===== src/dhcp_reply_parser_assert.svh =====
// Assertion macros for the DHCP reply parser.
// Expects signals named clk and rst_n in the including module.
`ifndef DHCP_REPLY_PARSER_ASSERT_SVH
`define DHCP_REPLY_PARSER_ASSERT_SVH
`ifndef NO_ASSERTIONS
`define DRP_ASSERT(lbl, prop) \
  lbl: assert property (@(posedge clk) disable iff (!rst_n) prop) \
    else $error("dhcp_reply_parser: assertion failed");
`define DRP_ASSERT_RST(lbl, prop) \
  lbl: assert property (@(posedge clk) prop) \
    else $error("dhcp_reply_parser: reset assertion failed");
`else
`define DRP_ASSERT(lbl, prop)
`define DRP_ASSERT_RST(lbl, prop)
`endif
`endif


===== src/dhcp_rp_pkg.sv =====
// Shared types and constants for the DHCP reply parser.
// No dependencies.
package dhcp_rp_pkg;

  localparam int HDR_BYTES = 240;

  localparam logic [31:0] COOKIE   = 32'h63825363;
  localparam logic [7:0]  HLEN_ETH = 8'd6;

  // header offsets
  localparam logic [7:0] OFS_HLEN     = 8'd2;
  localparam logic [7:0] OFS_XID_FST  = 8'd4;
  localparam logic [7:0] OFS_XID_LST  = 8'd7;
  localparam logic [7:0] OFS_YI_FST   = 8'd16;
  localparam logic [7:0] OFS_YI_LST   = 8'd19;
  localparam logic [7:0] OFS_MAC_FST  = 8'd28;
  localparam logic [7:0] OFS_MAC_LST  = 8'd33;
  localparam logic [7:0] OFS_CK_FST   = 8'd236;
  localparam logic [7:0] OFS_CK_LST   = 8'd239;

  // option codes
  localparam logic [7:0] OPT_PAD       = 8'd0;
  localparam logic [7:0] OPT_SUBNET    = 8'd1;
  localparam logic [7:0] OPT_ROUTER    = 8'd3;
  localparam logic [7:0] OPT_DNS       = 8'd6;
  localparam logic [7:0] OPT_LEASE     = 8'd51;
  localparam logic [7:0] OPT_MSG_TYPE  = 8'd53;
  localparam logic [7:0] OPT_SERVER_ID = 8'd54;
  localparam logic [7:0] OPT_END       = 8'd255;

  localparam logic [7:0] MSG_OFFER = 8'd2;
  localparam logic [7:0] MSG_ACK   = 8'd5;

  // found flag bits
  localparam int F_TYPE   = 0;
  localparam int F_SRVID  = 1;
  localparam int F_MASK   = 2;
  localparam int F_ROUTER = 3;
  localparam int F_DNS    = 4;
  localparam int F_LEASE  = 5;

  localparam logic [5:0] NEED_OFFER = 6'b000010;
  localparam logic [5:0] NEED_ACK   = 6'b111100;

  // configuration register indexes
  localparam logic [1:0] CFG_XID = 2'd0;
  localparam logic [1:0] CFG_MAC = 2'd1;
  localparam logic [1:0] CFG_ACK = 2'd2;

  typedef enum logic [1:0] {
    ST_OK          = 2'd0,
    ST_HDR_BAD     = 2'd1,
    ST_BAD_TYPE    = 2'd2,
    ST_OPT_MISSING = 2'd3
  } status_t;

  typedef enum logic [1:0] {
    PH_CODE  = 2'd0,
    PH_LEN   = 2'd1,
    PH_VALUE = 2'd2,
    PH_DONE  = 2'd3
  } phase_t;

  // per-byte control from the top level to the header and option units
  typedef struct packed {
    logic step;    // byte is processed this cycle
    logic clr;     // last byte: return to packet start afterwards
    logic ovf;     // byte beyond maximum packet length
    logic hdr_en;  // byte lies in the fixed header
    logic opt_en;  // byte lies in the option area
  } byte_ctl_t;

  typedef struct packed {
    logic        bad;
    logic [31:0] yiaddr;
  } hdr_view_t;

  typedef struct packed {
    phase_t      phase;
    logic [5:0]  found;
    logic [7:0]  msg_type;
    logic [31:0] server_id;
    logic [31:0] subnet_mask;
    logic [31:0] router_ip;
    logic [31:0] dns_primary;
    logic [31:0] dns_secondary;
    logic [31:0] lease_seconds;
  } opt_view_t;

endpackage


===== src/dhcp_rp_hdr.sv =====
// Fixed header checker: hlen, xid, chaddr and cookie compare, yiaddr capture.
// Depends on dhcp_rp_pkg.
module dhcp_rp_hdr (
  input  logic                  clk,
  input  logic                  rst_n,
  input  dhcp_rp_pkg::byte_ctl_t ctl,
  input  logic [7:0]            pos,
  input  logic [7:0]            rx_byte,
  input  logic [31:0]           xid,
  input  logic [47:0]           mac,
  output dhcp_rp_pkg::hdr_view_t view
);
  import dhcp_rp_pkg::*;

  logic        bad_r, bad_nxt;
  logic [31:0] yiaddr_r, yiaddr_nxt;
  logic [7:0]  want;
  logic        check;
  logic [2:0]  mac_idx;

  assign mac_idx = 3'(OFS_MAC_LST - pos);

  always_comb begin
    want  = '0;
    check = 1'b0;
    priority if (pos == OFS_HLEN) begin
      check = 1'b1;
      want  = HLEN_ETH;
    end else if (pos >= OFS_XID_FST && pos <= OFS_XID_LST) begin
      check = 1'b1;
      want  = 8'(xid >> {~pos[1:0], 3'b000});
    end else if (pos >= OFS_MAC_FST && pos <= OFS_MAC_LST) begin
      check = 1'b1;
      want  = 8'(mac >> {mac_idx, 3'b000});
    end else if (pos >= OFS_CK_FST && pos <= OFS_CK_LST) begin
      check = 1'b1;
      want  = 8'(COOKIE >> {~pos[1:0], 3'b000});
    end else begin
      check = 1'b0;
    end
  end

  always_comb begin
    bad_nxt    = bad_r;
    yiaddr_nxt = yiaddr_r;
    if (ctl.step) begin
      if (ctl.ovf || (ctl.hdr_en && check && rx_byte != want)) begin
        bad_nxt = 1'b1;
      end
      if (ctl.hdr_en && pos >= OFS_YI_FST && pos <= OFS_YI_LST) begin
        yiaddr_nxt = {yiaddr_r[23:0], rx_byte};
      end
    end
  end

  always_ff @(posedge clk) begin
    if (!rst_n) begin
      bad_r <= 1'b0;
    end else if (ctl.clr) begin
      bad_r <= 1'b0;
    end else begin
      bad_r <= bad_nxt;
    end
  end

  // yiaddr is fully rewritten by every packet that reaches the options
  always_ff @(posedge clk) begin
    yiaddr_r <= yiaddr_nxt;
  end

  assign view = '{bad: bad_nxt, yiaddr: yiaddr_nxt};

endmodule


===== src/dhcp_rp_opt.sv =====
// Option walker: TLV phase tracking, value collection and first-occurrence capture.
// Depends on dhcp_rp_pkg.
module dhcp_rp_opt (
  input  logic                  clk,
  input  logic                  rst_n,
  input  dhcp_rp_pkg::byte_ctl_t ctl,
  input  logic [7:0]            rx_byte,
  output dhcp_rp_pkg::opt_view_t view
);
  import dhcp_rp_pkg::*;

  phase_t      phase_r, phase_nxt;
  logic [7:0]  code_r, code_nxt;
  logic [7:0]  left_r, left_nxt;
  logic [3:0]  cnt_r, cnt_nxt;
  logic [63:0] shift_r, shift_nxt;
  logic [5:0]  found_r, found_nxt;
  logic [7:0]  type_r, type_nxt;
  logic [31:0] srv_r, srv_nxt;
  logic [31:0] mask_r, mask_nxt;
  logic [31:0] rtr_r, rtr_nxt;
  logic [31:0] dns1_r, dns1_nxt;
  logic [31:0] dns2_r, dns2_nxt;
  logic [31:0] lease_r, lease_nxt;
  logic        fin;
  logic        long_val;
  logic [31:0] hi_w, lo_w;

  // walk one option byte
  always_comb begin
    phase_nxt = phase_r;
    code_nxt  = code_r;
    left_nxt  = left_r;
    cnt_nxt   = cnt_r;
    shift_nxt = shift_r;
    fin       = 1'b0;
    if (ctl.step && ctl.opt_en) begin
      unique case (phase_r)
        PH_CODE: begin
          if (rx_byte == OPT_END) begin
            phase_nxt = PH_DONE;
          end else if (rx_byte != OPT_PAD) begin
            code_nxt  = rx_byte;
            phase_nxt = PH_LEN;
          end
        end
        PH_LEN: begin
          left_nxt  = rx_byte;
          cnt_nxt   = '0;
          shift_nxt = '0;
          phase_nxt = (rx_byte == 8'd0) ? PH_CODE : PH_VALUE;
        end
        PH_VALUE: begin
          // keep the first eight value bytes, first byte most significant
          if (!cnt_r[3]) begin
            for (int k = 0; k < 8; k++) begin
              if (cnt_r[2:0] == 3'(k)) begin
                shift_nxt[63 - 8*k -: 8] = rx_byte;
              end
            end
            cnt_nxt = cnt_r + 4'd1;
          end
          left_nxt = left_r - 8'd1;
          if (left_r == 8'd1) begin
            fin       = 1'b1;
            phase_nxt = PH_CODE;
          end
        end
        PH_DONE: begin
          phase_nxt = PH_DONE;
        end
        default: begin
          phase_nxt = phase_r;
        end
      endcase
    end
  end

  assign hi_w     = shift_nxt[63:32];
  assign lo_w     = shift_nxt[31:0];
  assign long_val = (cnt_nxt >= 4'd4);

  // capture the first usable occurrence of each option
  always_comb begin
    found_nxt = found_r;
    type_nxt  = type_r;
    srv_nxt   = srv_r;
    mask_nxt  = mask_r;
    rtr_nxt   = rtr_r;
    dns1_nxt  = dns1_r;
    dns2_nxt  = dns2_r;
    lease_nxt = lease_r;
    if (fin) begin
      case (code_r)
        OPT_MSG_TYPE: begin
          if (!found_r[F_TYPE]) begin
            type_nxt          = hi_w[31:24];
            found_nxt[F_TYPE] = 1'b1;
          end
        end
        OPT_SERVER_ID: begin
          if (!found_r[F_SRVID] && long_val) begin
            srv_nxt            = hi_w;
            found_nxt[F_SRVID] = 1'b1;
          end
        end
        OPT_SUBNET: begin
          if (!found_r[F_MASK] && long_val) begin
            mask_nxt          = hi_w;
            found_nxt[F_MASK] = 1'b1;
          end
        end
        OPT_ROUTER: begin
          if (!found_r[F_ROUTER] && long_val) begin
            rtr_nxt             = hi_w;
            found_nxt[F_ROUTER] = 1'b1;
          end
        end
        OPT_DNS: begin
          if (!found_r[F_DNS] && long_val) begin
            dns1_nxt         = hi_w;
            dns2_nxt         = cnt_nxt[3] ? lo_w : 32'd0;
            found_nxt[F_DNS] = 1'b1;
          end
        end
        OPT_LEASE: begin
          if (!found_r[F_LEASE] && long_val) begin
            lease_nxt          = hi_w;
            found_nxt[F_LEASE] = 1'b1;
          end
        end
        default: begin
          found_nxt = found_r;
        end
      endcase
    end
  end

  always_ff @(posedge clk) begin
    if (!rst_n || ctl.clr) begin
      phase_r <= PH_CODE;
      code_r  <= '0;
      left_r  <= '0;
      cnt_r   <= '0;
      shift_r <= '0;
      found_r <= '0;
      type_r  <= '0;
      srv_r   <= '0;
      mask_r  <= '0;
      rtr_r   <= '0;
      dns1_r  <= '0;
      dns2_r  <= '0;
      lease_r <= '0;
    end else begin
      phase_r <= phase_nxt;
      code_r  <= code_nxt;
      left_r  <= left_nxt;
      cnt_r   <= cnt_nxt;
      shift_r <= shift_nxt;
      found_r <= found_nxt;
      type_r  <= type_nxt;
      srv_r   <= srv_nxt;
      mask_r  <= mask_nxt;
      rtr_r   <= rtr_nxt;
      dns1_r  <= dns1_nxt;
      dns2_r  <= dns2_nxt;
      lease_r <= lease_nxt;
    end
  end

  assign view = '{
    phase:         phase_nxt,
    found:         found_nxt,
    msg_type:      type_nxt,
    server_id:     srv_nxt,
    subnet_mask:   mask_nxt,
    router_ip:     rtr_nxt,
    dns_primary:   dns1_nxt,
    dns_secondary: dns2_nxt,
    lease_seconds: lease_nxt
  };

endmodule


===== src/dhcp_reply_parser.sv =====
// DHCP reply parser top level: input register, position counter, verdict, result register.
// Throughput one byte per cycle; each accepted byte is held in the input register, and
// the verdict is computed from it and registered in the result register for the output.
// The byte path stalls only while the last byte waits on a full result register.
// Synchronous active-low reset clears configuration, packet state and both valids.
// Depends on dhcp_rp_pkg, dhcp_rp_hdr, dhcp_rp_opt and dhcp_reply_parser_assert.svh.
`include "dhcp_reply_parser_assert.svh"
module dhcp_reply_parser #(
  parameter int MAX_PACKET_BYTES = 512
) (
  input  logic        clk,
  input  logic        rst_n,
  input  logic        in_valid,
  output logic        in_ready,
  input  logic [7:0]  in_rx_byte,
  input  logic        in_last_byte,
  output logic        out_valid,
  input  logic        out_ready,
  output logic [1:0]  out_status,
  output logic [31:0] out_assigned_ip,
  output logic [31:0] out_server_id,
  output logic [31:0] out_subnet_mask,
  output logic [31:0] out_router_ip,
  output logic [31:0] out_dns_primary,
  output logic [31:0] out_dns_secondary,
  output logic [31:0] out_lease_seconds,
  input  logic        cfg_valid,
  output logic        cfg_ready,
  input  logic [1:0]  cfg_index,
  input  logic [47:0] cfg_data
);
  import dhcp_rp_pkg::*;

  localparam int POS_W = $clog2(MAX_PACKET_BYTES + 1);

  // configuration
  logic [31:0] xid_r;
  logic [47:0] mac_r;
  logic        ack_r;

  // input stage
  logic       in_valid_r;
  logic [7:0] in_byte_r;
  logic       in_last_r;
  logic       proceed;

  logic [POS_W-1:0] pos_r, pos_nxt;
  logic             ovf;
  logic             in_hdr;
  byte_ctl_t        ctl;
  hdr_view_t        hdr_v;
  opt_view_t        opt_v;

  status_t    status;
  logic [7:0] want_type;
  logic [5:0] need;

  // result register
  logic        out_valid_r;
  status_t     out_status_r;
  logic [31:0] out_assigned_ip_r;
  logic [31:0] out_server_id_r;
  logic [31:0] out_subnet_mask_r;
  logic [31:0] out_router_ip_r;
  logic [31:0] out_dns_primary_r;
  logic [31:0] out_dns_secondary_r;
  logic [31:0] out_lease_r;

  assign cfg_ready = 1'b1;

  always_ff @(posedge clk) begin
    if (!rst_n) begin
      xid_r <= '0;
      mac_r <= '0;
      ack_r <= 1'b0;
    end else if (cfg_valid) begin
      unique case (cfg_index)
        CFG_XID: xid_r <= cfg_data[31:0];
        CFG_MAC: mac_r <= cfg_data;
        CFG_ACK: ack_r <= cfg_data[0];
        default: ;
      endcase
    end
  end

  // the last byte may only advance when the result register can take its verdict
  assign proceed  = in_valid_r && (!in_last_r || !out_valid_r || out_ready);
  assign in_ready = !in_valid_r || proceed;

  always_ff @(posedge clk) begin
    if (!rst_n) begin
      in_valid_r <= 1'b0;
    end else if (in_ready) begin
      in_valid_r <= in_valid;
    end
  end

  always_ff @(posedge clk) begin
    if (in_valid && in_ready) begin
      in_byte_r <= in_rx_byte;
      in_last_r <= in_last_byte;
    end
  end

  assign ovf     = (pos_r >= POS_W'(MAX_PACKET_BYTES));
  assign in_hdr  = (pos_r < POS_W'(HDR_BYTES));
  assign pos_nxt = ovf ? pos_r : pos_r + POS_W'(1);

  assign ctl = '{
    step:   proceed,
    clr:    proceed && in_last_r,
    ovf:    ovf,
    hdr_en: !ovf && in_hdr,
    opt_en: !ovf && !in_hdr
  };

  always_ff @(posedge clk) begin
    if (!rst_n) begin
      pos_r <= '0;
    end else if (ctl.clr) begin
      pos_r <= '0;
    end else if (ctl.step) begin
      pos_r <= pos_nxt;
    end
  end

  dhcp_rp_hdr u_hdr (
    .clk     (clk),
    .rst_n   (rst_n),
    .ctl     (ctl),
    .pos     (pos_r[7:0]),
    .rx_byte (in_byte_r),
    .xid     (xid_r),
    .mac     (mac_r),
    .view    (hdr_v)
  );

  dhcp_rp_opt u_opt (
    .clk     (clk),
    .rst_n   (rst_n),
    .ctl     (ctl),
    .rx_byte (in_byte_r),
    .view    (opt_v)
  );

  assign want_type = ack_r ? MSG_ACK : MSG_OFFER;
  assign need      = ack_r ? NEED_ACK : NEED_OFFER;

  always_comb begin
    priority if (hdr_v.bad || pos_nxt < POS_W'(HDR_BYTES) ||
                 opt_v.phase == PH_LEN || opt_v.phase == PH_VALUE) begin
      status = ST_HDR_BAD;
    end else if (!opt_v.found[F_TYPE] || opt_v.msg_type != want_type) begin
      status = ST_BAD_TYPE;
    end else if ((opt_v.found & need) != need) begin
      status = ST_OPT_MISSING;
    end else begin
      status = ST_OK;
    end
  end

  always_ff @(posedge clk) begin
    if (!rst_n) begin
      out_valid_r <= 1'b0;
    end else if (ctl.clr) begin
      out_valid_r <= 1'b1;
    end else if (out_ready) begin
      out_valid_r <= 1'b0;
    end
  end

  always_ff @(posedge clk) begin
    if (ctl.clr) begin
      out_status_r <= status;
      if (status == ST_HDR_BAD) begin
        out_assigned_ip_r   <= '0;
        out_server_id_r     <= '0;
        out_subnet_mask_r   <= '0;
        out_router_ip_r     <= '0;
        out_dns_primary_r   <= '0;
        out_dns_secondary_r <= '0;
        out_lease_r         <= '0;
      end else begin
        out_assigned_ip_r   <= hdr_v.yiaddr;
        out_server_id_r     <= opt_v.server_id;
        out_subnet_mask_r   <= opt_v.subnet_mask;
        out_router_ip_r     <= opt_v.router_ip;
        out_dns_primary_r   <= opt_v.dns_primary;
        out_dns_secondary_r <= opt_v.dns_secondary;
        out_lease_r         <= opt_v.lease_seconds;
      end
    end
  end

  assign out_valid         = out_valid_r;
  assign out_status        = out_status_r;
  assign out_assigned_ip   = out_assigned_ip_r;
  assign out_server_id     = out_server_id_r;
  assign out_subnet_mask   = out_subnet_mask_r;
  assign out_router_ip     = out_router_ip_r;
  assign out_dns_primary   = out_dns_primary_r;
  assign out_dns_secondary = out_dns_secondary_r;
  assign out_lease_seconds = out_lease_r;

  `DRP_ASSERT(a_pos_bound, pos_r <= POS_W'(MAX_PACKET_BYTES))
  `DRP_ASSERT(a_pos_restart, proceed && in_last_r |=> pos_r == '0)
  `DRP_ASSERT(a_bad_zero, out_valid_r && out_status_r == ST_HDR_BAD |-> out_assigned_ip_r == '0 && out_server_id_r == '0 && out_lease_r == '0)
  `DRP_ASSERT_RST(a_rst_idle, !rst_n |=> !out_valid_r && !in_valid_r)

endmodule

===== config.mk =====
export PLATFORM = sky130hd
export DESIGN_NAME = dhcp_reply_parser
export DESIGN_NICKNAME = d
export VERILOG_FILES = /design/src/dhcp_rp_pkg.sv /design/src/dhcp_rp_hdr.sv /design/src/dhcp_rp_opt.sv /design/src/dhcp_reply_parser.sv
export VERILOG_INCLUDE_DIRS = /design/src /design/src/src
export SDC_FILE = /design/constraint.sdc
export NUM_CORES = 1
export LEC_CHECK = 0
export BUFFER_PORTS_ARGS = -buffer_cell sky130_fd_sc_hd__buf_2
export CORE_MARGIN = 5
export CORE_UTILIZATION = 55
export CTS_BUF_LIST = sky130_fd_sc_hd__clkbuf_8
export DETAILED_ROUTE_END_ITERATION = 16
export GPL_TIMING_DRIVEN = 0
export PLACE_DENSITY = 0.79
export SYNTH_ARGS = -nofsm -noshare
export SYNTH_HDL_FRONTEND = slang
export SYNTH_SLANG_ARGS = --single-unit
export TNS_END_PERCENT = 20

===== constraint.sdc =====
create_clock -name clk -period 7.9 [get_ports clk]
set_clock_uncertainty 0.2 [all_clocks]
set_input_delay 1.185 -clock clk [delete_from_list [all_inputs] [get_ports clk]]
set_output_delay 1.185 -clock clk [all_outputs]
set_load 0.01 [all_outputs]

### Word-level counts from Yosys, hierarchy flattened

Cells that the tools add are included.

* logic and storage cells: 211
* flip-flop bits (word level): 653
* input bits: 64
* output and inout port bits: 229

* bitwise operators: 4
* magnitude comparators: 12
* mux-type cells: 78
* reduce and logical (&&, ||, !) cells: 52
* add/sub/neg operators: 4
* equal/unequal tests: 27
* shifts and indexed selects: 3

Operators by type and width (count)
* $mux 32: 21
* $mux 64: 2
* $pmux 64 s2: 1
* $mux 8: 15
* $shr 48x6->8: 1
* $shr 32x5->8: 1
* $shr 31x5->8 const A: 1
* $eq 8x6->1 const B: 3
* $mux 1: 22
* $lt 10x8->1 const B: 2
* $logic_and 1x1->1: 18
* $eq 8x1->1 const B: 2
* $eq 8x2->1 const B: 2
* $ge 8x5->1 const B: 2
* $mux 2: 8
* $pmux 8 s2: 1
* $eq 3x3->1 const B: 4
* $logic_not 1->1: 12
* $mux 6: 2
* $add 10x1->10 const B: 1
* $ge 10x10->1 const B: 1
* $mux 10: 1
* $logic_or 1x1->1: 9
* $eq 2x1->1 const B: 4
* 33 further kinds: 44

### Logic depth before layout (Yosys ltp)

Gate-level depths: netlist of run 1.

* word-level depth: 17
* gate-level depth with buffers: 16
* gate-level depth less buffers: 10

### By module

From an unflattened synthesis of run 1, not the netlist that was laid out.

* cells, all modules: 2767
* area, all modules: 30584.3 µm²

Modules (own cells, without submodules)
* dhcp_rp_opt: seq. area each 5845.6 µm², instances 1, cells an instance 1609, area each 14991.9 µm²
* dhcp_reply_parser: seq. area each 8918.6 µm², instances 1, cells an instance 959, area each 13397.8 µm²
* dhcp_rp_hdr: seq. area each 660.6 µm², instances 1, cells an instance 199, area each 2194.6 µm²

### Worst setup path after synthesis of run 1

No wires, ideal clock.

* path type: input to register
* start: input port out_ready
* end: register u_opt.dns1_r[21]
* stages: 7
* buffers on the path: 3
* arrival: 7.828 ns
* path slack: -0.255 ns
* library setup time: 0.128 ns
* data required time: 7.572 ns
* cells stage by stage: nand3b_1 -> and3_1 -> nand2b_1 -> clkbuf_1 -> clkbuf_1 -> clkbuf_1 -> nor2_1

RTL lines
* start: declaration: line dhcp_reply_parser.sv:18 `input logic out_ready,`
* end signal: assignment: line dhcp_rp_opt.sv:165 `dns1_r <= dns1_nxt;`
* end: declaration: line dhcp_rp_opt.sv:22 `logic [31:0] dns1_r, dns1_nxt;`

### Final worst setup path of run 1

* start: register pos_r[1]
* end: register out_dns_primary_r[30], in the netlist out_dns_primary[30] (data pin)

* word-level cells in the longest chain between the ends: 16
* elaborated cells on any way between the ends: 80
* those cells by class: add/sub (2); order compare (10); eq/ne (7); shift (3); mux (35); bitwise (2); reduce/logical (21)

Ends and longest elaborated chain
* start: declaration: line dhcp_reply_parser.sv:47 `logic [POS_W-1:0] pos_r, pos_nxt;`
* start signal: assignment: line dhcp_reply_parser.sv:123 `pos_r <= pos_nxt;`
* $ge 10x10->1 (tied with other cells): line dhcp_reply_parser.sv:105 `assign ovf = (pos_r >= POS_W'(MAX_PACKET_BYTES));`
* $logic_not 1->1 (tied with other cells): line dhcp_reply_parser.sv:113, dhcp_reply_parser.sv:114
* $logic_and 1x1->1 (tied with other cells): line dhcp_reply_parser.sv:114 `opt_en: !ovf && !in_hdr`
* $logic_and 1x1->1 (tied with other cells): line dhcp_rp_opt.sv:37 `if (ctl.step && ctl.opt_en) begin`
* $mux 4 (tied with other cells): line dhcp_rp_opt.sv:37
* $ge 4x3->1 (tied with other cells): line dhcp_rp_opt.sv:81 `assign long_val = (cnt_nxt >= 4'd4);`
* $logic_and 1x1->1 (tied with other cells): line dhcp_rp_opt.sv:102 `if (!found_r[F_SRVID] && long_val) begin`
* $mux 1 (tied with other cells): line dhcp_rp_opt.sv:102
* $mux 1 / $logic_or 1x1->1 (equally long branches): line dhcp_rp_opt.sv:94, dhcp_rp_hdr.sv:47
* $mux 6 / $mux 1 (equally long branches): line dhcp_rp_opt.sv:93, dhcp_rp_hdr.sv:47
* $and 6x6->6 / $mux 1 (equally long branches): line dhcp_reply_parser.sv:155, dhcp_rp_hdr.sv:46
* $ne 6x6->1 / $logic_or 1x1->1 (equally long branches): line dhcp_reply_parser.sv:155, dhcp_reply_parser.sv:150
* $mux 2 / $logic_or 1x1->1 (equally long branches): line dhcp_reply_parser.sv:155, dhcp_reply_parser.sv:150
* $mux 2 / $logic_or 1x1->1 (equally long branches): line dhcp_reply_parser.sv:153, dhcp_reply_parser.sv:151
* $mux 2: line dhcp_reply_parser.sv:150 `priority if (hdr_v.bad || pos_nxt < POS_W'(HDR_BYTES) ||`
* $eq 2x1->1: line dhcp_reply_parser.sv:175 `if (status == ST_HDR_BAD) begin`
* end signal: assignment: line dhcp_reply_parser.sv:188 `out_dns_primary_r <= opt_v.dns_primary;`
* end: declaration: line dhcp_reply_parser.sv:65 `logic [31:0] out_dns_primary_r;`

Several ways; a longest one is shown, not always the timed one.
A chain may end at the register's enable or synchronous reset.

==> results_dict.tcl, run 1 <==
set metrics [dict create \
    status "completed" \
    rsz0062_at_grt "no" \
    groute.usage.overall_pct 27.3 \
    drv_slew 0 \
    period_minus_slack_ns 6.15 \
    hold_viol_final 0 \
    power_density_mw_per_mm2 221 \
    synth-edff-count 235 \
    synth-simple-area-share_pct 17.4 \
    synth_top_family_by_area "simple AND/OR/NAND/NOR gates" \
    r2r_start "pos_r[1]" \
    boundaryPins 293 \
    crit_arrival_ns 6.34 \
    cts-root-buf "clkbuf_8" \
    min_from "xid_r[8]" \
    first_pass_iters 6 \
    reg_top3 "u_opt.shift_r: 64 flops, mac_r: 48 flops" \
    clk_pin_slew_ns 0.06 \
    netlist_instances 2404 \
    num_vias 19900 \
    fin_util_pct 65.3 \
    synth-seq-area-share_pct 60.6 \
    die_y_um 225 \
    cts_inserted_buffers 99 \
    antenna_left 0 \
    hpwl_um 51200 \
    ys_ff_latch 653 \
    antenna_found_initial 0 \
    route.detailed.drc 0 \
    viasPerCell 5.71 \
    synth_compound_area_share_pct 7.92 \
    grt_pass1_vias 19600 \
    start_util_pct 55.8 \
    regToRegSetupSlack_ns 1.75 \
    cts.sinks 653 \
    drt-initial-drc-count 1848 \
    setup_viol 0 \
    crit_type "flop to flop" \
    fp.dieArea_mm2 0.0507 \
    fin_crit_sh_pct 77.8 \
    slowest_stage "a41oi_1" \
    tns_ns 0 \
    numPortBuffers 291 \
    largest_register_ffs 64 \
    syn_area_mm2 0.0255 \
    cts_resized 0 \
    synth_fa_ha_area_share_pct 1.08 \
    num-nets-final 2886 \
    finalWirelength_um 71000 \
    path_common_cell "buf_2" \
    slew_headroom_pct 16.3 \
    drive_gt1_share_pct 18.4 \
    placement.cell_area_mm2 0.0278 \
    final_cell_mix "418 x dfxtp_1, 343 x nor2_1, 326 x buf_2" \
    drv_cap 0 \
    gp_congestion 0.915 \
    area_delta_synth_final_pct 16.8 \
    crit_start "pos_r[1]" \
    synth-xor-area-share_pct 0.688 \
    worstMarginPinSlew_ns 1.24 \
    crit_chain "buf_2 > buf_2 > buf_2 > inv_1 > ha_1 > clkbuf_1 > nor2b_1 > a32o_1 > a221oi_1 > o21ai_0 > xnor2_1 > and4_1 > a41oi_1 > clkbuf_1 > buf_2 > nor3_1" \
    num_antenna_cells 0 \
    rows 78 \
    cts_tree "yes" \
    grt_pass1_wl_um 109000 \
    postLayoutCellArea_mm2 0.0297 \
    final_common_cell "dfxtp_1" \
    yosysWarnings 0 \
    max_freq_mhz 163 \
    detail_route.wl_per_cell_um 20.4 \
    core_area_mm2 0.0456 \
    cp-start-kind "flop" \
    grt_max_degree 71 \
    required_ns 8.09 \
    cts_hold_buf 0 \
    ir_drop_v 0.000152 \
    worstSkewPairLatency_ns 0.71 \
    worstSetupEndpointType "flop" \
    crit_fanout 10 \
    yosys-mux-area-fraction_pct 8.87 \
    syn-num-nets 2490 \
    cts_setup_buffers 0 \
    ys_async_sr_fraction_pct 0 \
    htree_num_levels 3 \
    cts_buffer_depth 3 \
    leakage_uw 0.0108 \
    avgSynthCellArea_um2 10.6 \
    grt.overflow.total 0 \
    largest-register "u_opt.shift_r" \
    ys_types 72 \
    ys.flop_type "dfxtp_1" \
    die_w_um 225 \
    hp-class "flop to flop" \
    max_stage_delay_ns 0.93 \
]
synthesized netlist by cell type (6+ instances only):
| master | number | area, um2 |
|---|---|---|
| dfxtp_1 | 418 | 8370 |
| nor2_1 | 343 | 1290 |
| nor3_1 | 270 | 1350 |
| edfxtp_1 | 235 | 7060 |
| nand2_1 | 233 | 875 |
| mux2i_1 | 157 | 1570 |
| clkbuf_1 | 139 | 522 |
| a21oi_1 | 104 | 521 |
| a21boi_0 | 82 | 616 |
| and3_1 | 41 | 257 |
| o21ai_0 | 40 | 200 |
| mux2_2 | 37 | 417 |
| buf_2 | 35 | 175 |
| nand3_1 | 24 | 120 |
| ha_1 | 22 | 275 |
| inv_1 | 22 | 82.6 |
| xnor2_1 | 15 | 131 |
| mux4_2 | 12 | 270 |
| a22oi_1 | 11 | 82.6 |
| a211oi_1 | 10 | 75.1 |
| and2_1 | 10 | 62.6 |
| a22o_1 | 9 | 78.8 |
| buf_1 | 9 | 33.8 |
| nand2b_1 | 9 | 56.3 |
| nand3b_1 | 8 | 60.1 |
| nor2b_1 | 8 | 50.1 |
| buf_4 | 6 | 45.0 |
per-stage QoR:
stage	setup WS [ns]	std cells	power (uW)	hold WS (ns)
floorplan	2.38	2404	3760	0.240
global placement	0.573	3295	3890	0.247
detailed placement	1.93	3299	3900	0.255
CTS	1.87	3486	6600	0.263
global route	1.62	3486	6790	0.284
finish	1.75	3486	6570	0.261
critical path: cells and delay by family (launching register included):
kind	cells	cell delay, ns
fa+ha+maj	1	0.32
buf+inv	7	2.35
flops	1	0.44
xor+xnor	1	0.14
compound gates	4	1.79
simple gates	3	0.59
final timing paths:
path,end,cells after the start
max reg2reg,out_dns_primary[30],16
min,xid_r[8],2
max,out_dns_primary[30],16
min reg2reg,xid_r[8],2
logic make-up (layout without fill, tap and decap cells):
family                     after synthesis  in the layout
and+or+nand+nor                        983            983
DFF                                    653            653
AOI/OAI and AO/OA                      308            308
buffers and inverters                  211            693
muxes                                  206            206
adders and majority gates               22             22
xor gates and xnor gates                20             20
other                                    1              1
metal layers:
layer | GRT usage (%) | vias up | wire [um]
met5 | 0 | - | 0
li1 | - | 9255 | -
met2 | 45.0 | 920 | 33800
met1 | 35.7 | 9559 | 28700
met3 | 5.09 | 172 | 5920
met4 | 11.4 | 0 | 2640
layout make-up:
class / instances / area [um2]
clock inverters: 73 / 410
flip-flops and latches: 653 / 15400
repair buffers: 295 / 1550
well taps: 600 / 751
fillers: 3512 / 15800
plain buffers: 189 / 776
clock buffers: 114 / 1570
inverters: 22 / 82.6
multi-input cells: 1540 / 9180
where the power goes:
| part | leakage (uW) | switching [uW] | total [uW] | internal, uW |
|---|---|---|---|---|
| registers | 0.00526 | 30.1 | 3560 | 3530 |
| logic | 0.00438 | 179 | 262 | 83.5 |
| clock network | 0.00115 | 1320 | 2740 | 1420 |
| total | 0.0108 | 1530 | 6570 | 5040 |
(Power assumes the default switching activity.)
==> run 2: changes to the inputs <==
--- a/config.mk
+++ b/config.mk
@@ -6,13 +6,14 @@
 export SDC_FILE = /design/constraint.sdc
 export NUM_CORES = 1
 export LEC_CHECK = 0
+export ABC_AREA = 1
 export BUFFER_PORTS_ARGS = -buffer_cell sky130_fd_sc_hd__buf_2
 export CORE_MARGIN = 5
-export CORE_UTILIZATION = 55
+export CORE_UTILIZATION = 59
 export CTS_BUF_LIST = sky130_fd_sc_hd__clkbuf_8
 export DETAILED_ROUTE_END_ITERATION = 16
 export GPL_TIMING_DRIVEN = 0
-export PLACE_DENSITY = 0.79
+export PLACE_DENSITY = 0.8
 export SYNTH_ARGS = -nofsm -noshare
 export SYNTH_HDL_FRONTEND = slang
 export SYNTH_SLANG_ARGS = --single-unit
==> constraint.sdc (replaced) <==
create_clock -name clk -period 6.4 [get_ports clk]
set_clock_uncertainty 0.2 [all_clocks]
set_input_delay 0.96 -clock clk [delete_from_list [all_inputs] [get_ports clk]]
set_output_delay 0.96 -clock clk [all_outputs]
set_load 0.01 [all_outputs]
==> run 2 against run 1 <==
  * Cell count rose by 10%
  * First-iteration DRC count rose by 5.2%
  * Setup slack got worse by 0.0060 ns
  * Non-clock buffer count decreased by 32
  * Total power grew 26%
  * Combinational power up 86%
  * Largest cell class unchanged
==> results_dict.tcl, run 2 <==
set metrics [dict create \
    drive_gt1_share_pct 17.6 \
    clk_pin_slew_ns 0.06 \
    boundaryPins 293 \
    grt_pass1_wl_um 107000 \
    fin_crit_sh_pct 72.7 \
    avgSynthCellArea_um2 9.17 \
    hold_viol_final 0 \
    cts_buffer_depth 3 \
    reg_top3 "u_opt.shift_r: 64 flops, mac_r: 48 flops" \
    synth_top_area_share_pct 32.9 \
    drt-initial-drc-count 1945 \
    cts_resized 0 \
    num_vias 20700 \
    worstSetupEndpointType "flop" \
    rsz0062_at_grt "no" \
    netSwitchingPower_uw 2030 \
    synth-seq-area-share_pct 60.6 \
    leakage_uw 0.0128 \
    largest-register "u_opt.shift_r" \
    status "completed" \
    power.share.combinational_pct 5.9 \
    crit_type "flop to flop" \
    period_minus_slack_ns 4.65 \
    hold-worst-slack_ns 0.256 \
    hpwl_um 49000 \
    ys_ff_latch 653 \
    regArea_mm2 0.0154 \
    cts-root-buf "clkbuf_8" \
    cts_hold_buf 0 \
    swShare_pct 24.5 \
    groute.usage.overall_pct 28.5 \
    largest_register_ffs 64 \
    worstMarginPinSlew_ns 1.15 \
    synth.most_common_cell "nor2_1" \
    final_common_cell "nor2_1" \
    rows 76 \
    die_y_um 218 \
    route.detailed.drc 0 \
    cts_inserted_buffers 98 \
    tns_ns 0 \
    gp_congestion 0.963 \
    cp-start-kind "flop" \
    numPortBuffers 291 \
    area_delta_synth_final_pct 16.7 \
    power_density_mw_per_mm2 279 \
    drv_cap 0 \
    setup_viol 0 \
    yosysWarnings 0 \
    synth_top_cell_by_area "dfxtp_1" \
    fp.dieArea_mm2 0.0474 \
    multi_input_area_mm2 0.00839 \
    ys_async_sr_fraction_pct 0 \
    crit_fanout 14 \
    pwr-share-clk_pct 40.6 \
    cts_setup_buffers 0 \
    hp-class "input port to flop" \
    power.internal_uw 6270 \
    viasPerCell 5.40 \
    core_area_mm2 0.0429 \
    worstSkewPairLatency_ns 0.70 \
    die_w_um 218 \
    placement.cell_area_mm2 0.0277 \
    syn_area_mm2 0.0254 \
    finalWirelength_um 69000 \
    htree_num_levels 3 \
    netlist_instances 2774 \
    first_pass_iters 6 \
    start_util_pct 59.3 \
    antenna_found_initial 2 \
    synth_common_cells "677 x nor2_1, 418 x dfxtp_1, 298 x nand2_1, 246 x o21ai_0, 241 x inv_1" \
    final_cell_mix "677 x nor2_1, 418 x dfxtp_1, 347 x buf_2" \
    slew_headroom_pct 23.1 \
    detail_route.wl_per_cell_um 18.0 \
    grt.overflow.total 0 \
    postLayoutCellArea_mm2 0.0297 \
    nFillCells 3294 \
    antenna_left 0 \
    ir_drop_v 0.000174 \
    ys_types 45 \
    required_ns 6.68 \
    max_freq_mhz 215 \
    grt_max_degree 50 \
    ys.flop_type "dfxtp_1" \
    p_seq_share_pct 53.6 \
    crit_arrival_ns 4.93 \
    grt_pass1_vias 20100 \
    cts.sinks 653 \
    netlist_top_cells_area "dfxtp_1 33%, edfxtp_1 28%, nor2_1 10%" \
    drv_slew 0 \
    synth-edff-count 235 \
    cts_tree "yes" \
    num-nets-final 3256 \
    syn-num-nets 2860 \
]
## run 2: cell types whose count changed after synthesis, sizes merged, moves of 69 or more
cell | previous run | this run
o21ai | 43 | 262
nand2 | 233 | 302
nor2 | 343 | 687
a21boi | 82 | 1
nor3 | 271 | 43
inv | 22 | 249
## run 2: through the flow
stage	setup slack, ns	utilization [%]	instances	power (uW)
2_1_floorplan	0.818	-	2774	4820
3_3_place_gp	-0.943	64.5	3650	5000
3_5_place_dp	1.92	64.7	3655	5010
4_1_cts	1.89	69.3	3840	8330
5_1_grt	1.54	69.3	3841	8600
6_report	1.75	69.3	3841	8300
## run 2: worst max-delay path: stages (launching register included)
cell and delay [ns]:
dfxtp_1 0.48, clkinv_1 0.39, buf_2 0.34, ha_1 0.41, inv_2 0.11, nor2_1 0.33
o211ai_1 0.21, nand3_1 0.17, nand2_1 0.06, nand2_1 0.09, nor2_1 0.05, nor2_1 0.08
nand2_1 0.06, nor2_1 0.11, nand3_1 0.09, nand2_1 0.07, nand2_1 0.05, nand2_1 0.14
nand3_4 0.25, buf_6 0.25, buf_2 0.22, nor2_1 0.26
## run 2: cell families (layout without fill, tap and decap cells)
logic type               Yosys count  in the layout  synth area share, %
AO/OA/AOI/OAI                    432            432                 9.42
XOR/XNOR                           8              8                0.275
adder cells (fa/ha/maj)           22             22                 1.08
buffers and inverters            409            890                 6.43
flip-flops                       653            653                 60.6
multiplexers                      96             96                 3.78
other                              1              2               0.0147
AND/OR/NAND/NOR                 1153           1153                 18.4
## run 2: worst paths after layout
check | slack [ns] | startpoint | to | depth (start not counted)
max | 1.75 | pos_r[1] | out_subnet_mask[1] | 21
min | 0.26 | in_rx_byte[6] | in_byte_r[6] | 1
max reg2reg | 1.75 | pos_r[1] | out_subnet_mask[1] | 21
min reg2reg | 0.26 | mac_r[31] | mac_r[31] | 2
## run 2: layout make-up
type	instances	area share, %
diodes	1	0.00842
well taps	585	2.46
multi-input cells	1712	28.2
repair buffers	296	5.24
flip-flops and latches	653	51.9
clock buffers	115	5.33
clock inverters	70	1.28
inverters	253	3.21
plain buffers	156	2.31
## run 2: layer usage
layer | global-route usage, % | up-vias | routed length, um
met5 | 0 | - | 0
met4 | 13.0 | 0 | 2820
met3 | 4.91 | 183 | 5960
met2 | 45.0 | 952 | 31600
met1 | 38.9 | 9761 | 28600
li1 | - | 9851 | -
## run 2: power groups by stage
| stage | Combinational, uW | Clock, uW | Sequential [uW] |
|---|---|---|---|
| after floorplan | 271 | 0 | 4550 |
| after global placement | 462 | 0 | 4540 |
| after detailed placement | 480 | 0 | 4530 |
| after CTS | 484 | 3400 | 4440 |
| after global routing | 542 | 3600 | 4450 |
| final | 488 | 3370 | 4450 |
